### src/design/aes_pkg.sv
`timescale 1ns / 1ps
`default_nettype none
// ----------------------------------------------------------------------------
// AES-128 package
// S-box, round constants, round functions and shared types.
// ----------------------------------------------------------------------------
package aes_pkg;

  localparam int unsigned NumRounds = 10;
  localparam int unsigned BlockW    = 128;
  localparam int unsigned HalfW     = 64;
  localparam int unsigned CfgIdxW   = 1;

  localparam logic [CfgIdxW-1:0] CfgKeyHigh = 1'b0;
  localparam logic [CfgIdxW-1:0] CfgKeyLow  = 1'b1;

  typedef logic [BlockW-1:0] block_t;

  typedef struct packed {
    logic   start;
    block_t key;
  } key_ctrl_t;

  localparam logic [7:0] SBOX [256] = '{
    8'h63,8'h7c,8'h77,8'h7b,8'hf2,8'h6b,8'h6f,8'hc5,8'h30,8'h01,8'h67,8'h2b,8'hfe,8'hd7,8'hab,8'h76,
    8'hca,8'h82,8'hc9,8'h7d,8'hfa,8'h59,8'h47,8'hf0,8'had,8'hd4,8'ha2,8'haf,8'h9c,8'ha4,8'h72,8'hc0,
    8'hb7,8'hfd,8'h93,8'h26,8'h36,8'h3f,8'hf7,8'hcc,8'h34,8'ha5,8'he5,8'hf1,8'h71,8'hd8,8'h31,8'h15,
    8'h04,8'hc7,8'h23,8'hc3,8'h18,8'h96,8'h05,8'h9a,8'h07,8'h12,8'h80,8'he2,8'heb,8'h27,8'hb2,8'h75,
    8'h09,8'h83,8'h2c,8'h1a,8'h1b,8'h6e,8'h5a,8'ha0,8'h52,8'h3b,8'hd6,8'hb3,8'h29,8'he3,8'h2f,8'h84,
    8'h53,8'hd1,8'h00,8'hed,8'h20,8'hfc,8'hb1,8'h5b,8'h6a,8'hcb,8'hbe,8'h39,8'h4a,8'h4c,8'h58,8'hcf,
    8'hd0,8'hef,8'haa,8'hfb,8'h43,8'h4d,8'h33,8'h85,8'h45,8'hf9,8'h02,8'h7f,8'h50,8'h3c,8'h9f,8'ha8,
    8'h51,8'ha3,8'h40,8'h8f,8'h92,8'h9d,8'h38,8'hf5,8'hbc,8'hb6,8'hda,8'h21,8'h10,8'hff,8'hf3,8'hd2,
    8'hcd,8'h0c,8'h13,8'hec,8'h5f,8'h97,8'h44,8'h17,8'hc4,8'ha7,8'h7e,8'h3d,8'h64,8'h5d,8'h19,8'h73,
    8'h60,8'h81,8'h4f,8'hdc,8'h22,8'h2a,8'h90,8'h88,8'h46,8'hee,8'hb8,8'h14,8'hde,8'h5e,8'h0b,8'hdb,
    8'he0,8'h32,8'h3a,8'h0a,8'h49,8'h06,8'h24,8'h5c,8'hc2,8'hd3,8'hac,8'h62,8'h91,8'h95,8'he4,8'h79,
    8'he7,8'hc8,8'h37,8'h6d,8'h8d,8'hd5,8'h4e,8'ha9,8'h6c,8'h56,8'hf4,8'hea,8'h65,8'h7a,8'hae,8'h08,
    8'hba,8'h78,8'h25,8'h2e,8'h1c,8'ha6,8'hb4,8'hc6,8'he8,8'hdd,8'h74,8'h1f,8'h4b,8'hbd,8'h8b,8'h8a,
    8'h70,8'h3e,8'hb5,8'h66,8'h48,8'h03,8'hf6,8'h0e,8'h61,8'h35,8'h57,8'hb9,8'h86,8'hc1,8'h1d,8'h9e,
    8'he1,8'hf8,8'h98,8'h11,8'h69,8'hd9,8'h8e,8'h94,8'h9b,8'h1e,8'h87,8'he9,8'hce,8'h55,8'h28,8'hdf,
    8'h8c,8'ha1,8'h89,8'h0d,8'hbf,8'he6,8'h42,8'h68,8'h41,8'h99,8'h2d,8'h0f,8'hb0,8'h54,8'hbb,8'h16
  };

  localparam logic [7:0] RCON [NumRounds] = '{
    8'h01,8'h02,8'h04,8'h08,8'h10,8'h20,8'h40,8'h80,8'h1b,8'h36
  };

  // Byte i of a block sits in bits 127-8i downto 120-8i.
  function automatic logic [7:0] get_byte(block_t s, int unsigned i);
    get_byte = s[BlockW-1-8*i -: 8];
  endfunction

  function automatic logic [7:0] xtime(logic [7:0] b);
    xtime = {b[6:0], 1'b0} ^ (b[7] ? 8'h1b : 8'h00);
  endfunction

  function automatic block_t sub_shift(block_t s);
    block_t t;
    t = '0;
    for (int c = 0; c < 4; c++) begin
      for (int r = 0; r < 4; r++) begin
        t[BlockW-1-8*(4*c+r) -: 8] = SBOX[get_byte(s, 4*((c+r)%4)+r)];
      end
    end
    sub_shift = t;
  endfunction

  function automatic block_t mix_columns(block_t s);
    block_t t;
    logic [7:0] a0, a1, a2, a3, all;
    t = '0;
    for (int c = 0; c < 4; c++) begin
      a0  = get_byte(s, 4*c);
      a1  = get_byte(s, 4*c+1);
      a2  = get_byte(s, 4*c+2);
      a3  = get_byte(s, 4*c+3);
      all = a0 ^ a1 ^ a2 ^ a3;
      t[BlockW-1-8*(4*c)   -: 8] = a0 ^ all ^ xtime(a0 ^ a1);
      t[BlockW-1-8*(4*c+1) -: 8] = a1 ^ all ^ xtime(a1 ^ a2);
      t[BlockW-1-8*(4*c+2) -: 8] = a2 ^ all ^ xtime(a2 ^ a3);
      t[BlockW-1-8*(4*c+3) -: 8] = a3 ^ all ^ xtime(a3 ^ a0);
    end
    mix_columns = t;
  endfunction

  function automatic block_t next_round_key(block_t k, logic [7:0] rc);
    logic [31:0] w0, w1, w2, w3, t;
    w0 = k[127:96];
    w1 = k[95:64];
    w2 = k[63:32];
    w3 = k[31:0];
    t  = {SBOX[w3[23:16]], SBOX[w3[15:8]], SBOX[w3[7:0]], SBOX[w3[31:24]]};
    t  = t ^ {rc, 24'h0};
    w0 = w0 ^ t;
    w1 = w1 ^ w0;
    w2 = w2 ^ w1;
    w3 = w3 ^ w2;
    next_round_key = {w0, w1, w2, w3};
  endfunction

endpackage
`default_nettype wire

### src/design/aes_key_expand.sv
`timescale 1ns / 1ps
`default_nettype none
// ----------------------------------------------------------------------------
// AES key expander
// Computes one round key per cycle and keeps all eleven in registers.
// ----------------------------------------------------------------------------
module aes_key_expand (
  input  wire logic                  clk_i,
  input  wire logic                  rst_ni,
  input  wire aes_pkg::key_ctrl_t    ctrl_i,
  output      logic                  busy_o,
  output      aes_pkg::block_t       rk_o [aes_pkg::NumRounds+1]
);

  aes_pkg::block_t rk_q [aes_pkg::NumRounds+1];
  logic [3:0]      step_q;
  logic            busy_q;

  always_ff @(posedge clk_i or negedge rst_ni) begin
    if (!rst_ni) begin
      busy_q <= 1'b0;
      step_q <= '0;
      for (int i = 0; i <= aes_pkg::NumRounds; i++) rk_q[i] <= '0;
    end else if (ctrl_i.start) begin
      rk_q[0] <= ctrl_i.key;
      busy_q  <= 1'b1;
      step_q  <= 4'd1;
    end else if (busy_q) begin
      rk_q[step_q] <= aes_pkg::next_round_key(rk_q[step_q - 4'd1],
                                              aes_pkg::RCON[step_q - 4'd1]);
      if (step_q == 4'(aes_pkg::NumRounds)) begin
        busy_q <= 1'b0;
      end
      step_q <= step_q + 4'd1;
    end
  end

  assign busy_o = busy_q;
  assign rk_o   = rk_q;

endmodule
`default_nettype wire

### config.mk
export PLATFORM = sky130hd
export DESIGN_NAME = aes_key_expand
export DESIGN_NICKNAME = d
export VERILOG_FILES = /design/src/design/aes_pkg.sv /design/src/design/aes_key_expand.sv
export SDC_FILE = /design/constraint.sdc
export NUM_CORES = 2
export LEC_CHECK = 0
export ABC_AREA = 1
export BUFFER_PORTS_ARGS = -buffer_cell sky130_fd_sc_hd__buf_2
export CORE_AREA = 2 2 598 600
export CTS_CLUSTER_DIAMETER = 150
export CTS_CLUSTER_SIZE = 16
export DETAILED_ROUTE_END_ITERATION = 10
export DIE_AREA = 0 0 600 602
export SETUP_SLACK_MARGIN = 0.02
export SLEW_MARGIN = 5
export SYNTH_ARGS = -nofsm -noshare
export SYNTH_HDL_FRONTEND = slang
export SYNTH_SLANG_ARGS = --single-unit
### constraint.sdc
create_clock -name clk_i -period 6.34 [get_ports clk_i]
set_input_delay 1.902 -clock clk_i [delete_from_list [all_inputs] [get_ports clk_i]]
set_output_delay 1.902 -clock clk_i [all_outputs]
set_load 0.01 [all_outputs]
==> flow_metrics.env <==
export IMPL_status="finished clean"
export IMPL_syn_area_per_cell_um2=7.27
export IMPL_core_um2=355000
export IMPL_dieHeight_um=602
export IMPL_relSlewSlack=0.128
export IMPL_final_cell_mix="nand2_1, nand3_1, buf_2, dfrtp_1, o21ai_0"
export IMPL_fin_crit_sh=0.992
export IMPL_finalSetupViolCount=0
export IMPL_worst_hold_slack_ns=0.507
export IMPL_synth_area_leaders="dfrtp_1, nand2_1, nand3_1"
export IMPL_synth_net_count=11600
export IMPL_postRouteWirelength_mm=648
export IMPL_clkTransAtPathRegs_ns=0.08
export IMPL_first_pass_iters=8
export IMPL_ctsHoldBuffers=0
export IMPL_synthCells=11400
export IMPL_clock_latency_ns=0.94
export IMPL_yosysUniqueCellTypes=52
export IMPL_wl_per_cell_um=37.5
export IMPL_groute_usage_overall=0.346
export IMPL_timing_fmax_ghz=0.159
export IMPL_grt_antenna_before_repair=48
export IMPL_worstPathRequired_ns=7.11
export IMPL_grt_first_pass_wirelength_mm=849
export IMPL_cts_buffers=107
export IMPL_fp_dieW_um=600
export IMPL_synth_compound_area_frac=0.149
export IMPL_grt_overflow_total=0
export IMPL_cp_arrival_ns=7.06
export IMPL_final_max_slew_viol_count=0
export IMPL_period_needed_ns=6.29
export IMPL_cap_violations=0
export IMPL_skew_ns=0.0968
export IMPL_nets=12700
export IMPL_drcViolationCount=0
export IMPL_worst_pin_slew_ns=1.31
export IMPL_ys_seq_area_frac=0.426
export IMPL_max_stage_delay_ns=0.57
export IMPL_dp_hpwl_mm=495
export IMPL_holdPathStages=2
export IMPL_finalHoldViolCount=0
export IMPL_yosys_area_share_simple=0.322
export IMPL_clockBufferDepth=4
export IMPL_yosys_most_used_dff="dfrtp_1"
export IMPL_ios=1540
export IMPL_synth_top_family_by_area="simple AND/OR/NAND/NOR gates"
export IMPL_cpMostUsedCell="nand3_1"
export IMPL_port_buffers=1539
export IMPL_r2r_cells=29
export IMPL_htree_levels=3
export IMPL_yosysTopAreaCellShare=0.426
export IMPL_crit_path_end_kind="flop"
export IMPL_synthMuxAreaShare=0
export IMPL_synth_enable_flop_cells=0
export IMPL_layout_cells_most_common="nand2_1"
export IMPL_drive_gt1_frac=0.190
export IMPL_crit_slowest_cell="dfrtp_4"
export IMPL_detail_route_antenna_nets=0
export IMPL_synth_warnings=0
export IMPL_synth_seq_cells=1413
export IMPL_fp_row_count=219
export IMPL_grt_pass1_vias=87800
export IMPL_crit_type="flop to flop"
export IMPL_start_util=0.234
export IMPL_num_vias=94900
export IMPL_drt_iter0_drc=12400
export IMPL_globalplace_congestion=1.02
export IMPL_crit_fanout=58
export IMPL_synthXorXnorAreaFrac=0.000936
export IMPL_synth_adder_area_share=0.00936
export IMPL_synth_top_area_cell="dfrtp_1"
export IMPL_routed_via_density=5.49
export IMPL_synthArstFlopShare=1.00
export IMPL_syn_area_um2=82900
export IMPL_rsz0062_at_grt="yes"
export IMPL_cts_tree="yes"
export IMPL_clock_sinks=1413
export IMPL_start_kind="flop"
export IMPL_root_buffer="clkbuf_16"
export IMPL_grt_start_max_net_pins=157
export IMPL_synthToLayoutAreaGrowth_pct=18.7
export IMPL_design_die_area_um2=361000
export IMPL_n_fill_cell=39300
export IMPL_hp_class="flop to flop"
## timing repair
| action | in CTS | in global routing |
|---|---|---|
| hold endpoints to repair | 0 | 0 |
| buffers inserted | 0 | 12 |
| endpoints found under the setup margin | 69 | 243 |
| pin swaps | 0 | 3 |
| gates resized for setup | 7 | 30 |
## Yosys cell counts (all sizes together), types with 50 or more instances
| library cell | instances |
|---|---|
| o211ai | 143 |
| ha | 62 |
| nand2 | 3305 |
| o221ai | 50 |
| nand3 | 2099 |
| a31oi | 92 |
| clkbuf | 395 |
| o21ai | 1445 |
| a21oi | 394 |
| nor2 | 576 |
| o22ai | 58 |
| inv | 719 |
| buf | 511 |
| dfrtp | 1413 |
## final timing paths
kind / startpoint / end / slack [ns]
worst min-delay path: rk_o[150]$_DFFE_PN0P_ / rk_o[150]$_DFFE_PN0P_ / 0.51
min in group asynchronous: rst_ni / rk_o[800]$_DFFE_PN0P_ / 0.95
max in group asynchronous: rst_ni / rk_o[1148]$_DFFE_PN0P_ / 3.86
worst max register to register: step_q[0]$_DFFE_PN0P_ / rk_o[263]$_DFFE_PN0P_ / 0.05
worst min register to register: rk_o[150]$_DFFE_PN0P_ / rk_o[150]$_DFFE_PN0P_ / 0.51
worst max-delay path: step_q[0]$_DFFE_PN0P_ / rk_o[263]$_DFFE_PN0P_ / 0.05
## layer usage
metal,wire [µm],global-route usage,part of all wire
met1,241000,0.414,0.37
met2,273000,0.516,0.42
met4,63700,0.265,0.098
met5,160,0,0.00025
met3,69300,0.107,0.11
## cells by family after synthesis
logic type	after synthesis
buffers and inverters	1627
AO/OA/AOI/OAI	2265
AND/OR/NAND/NOR	6031
flip-flops	1413
XOR/XNOR	8
adder cells (fa/ha/maj)	62
## state kept, by name, indices dropped and copies added, names as in the netlist
name and cells:
step_q 4, busy_o 1, rk_o 1408
## cell type report
type	count	area, µm²	area share
flip-flops and latches	1413	35400	0.359
multi-input cells	8366	40300	0.409
diodes	13	32.5	0.000330
inverters	721	2830	0.0288
well taps	4751	5940	0.0604
repair buffers	1888	11100	0.112
clock inverters	14	250	0.00254
clock buffers	109	2690	0.0273
## stage by stage
stage          instance area (µm²)  cells  setup WS (ns)  utilization  TNS (ns)
6_report                     98400  17300         0.0518        0.277         0
5_1_grt                      98400  17300        -0.0168        0.277   -0.0715
4_1_cts                      98100  17300         0.0692        0.277         0
3_5_place_dp                 95200  17100         -0.299        0.268     -7.97
3_3_place_gp                 95200  17100         -0.289        0.268     -6.79
2_1_floorplan                82900  11400          0.842            -         0
## critical path: cells and delay by family (launching register included)
| kind | cells | cell delay [ns] |
|---|---|---|
| buffers and inverters | 6 | 1.36 |
| adder cells (fa/ha/maj) | 2 | 0.50 |
| flip-flops | 1 | 0.57 |
| AND/OR/NAND/NOR | 21 | 3.69 |
Power is not shown: default switching activity piles up to over one toggle a cycle in this logic, so the estimate is an artifact.
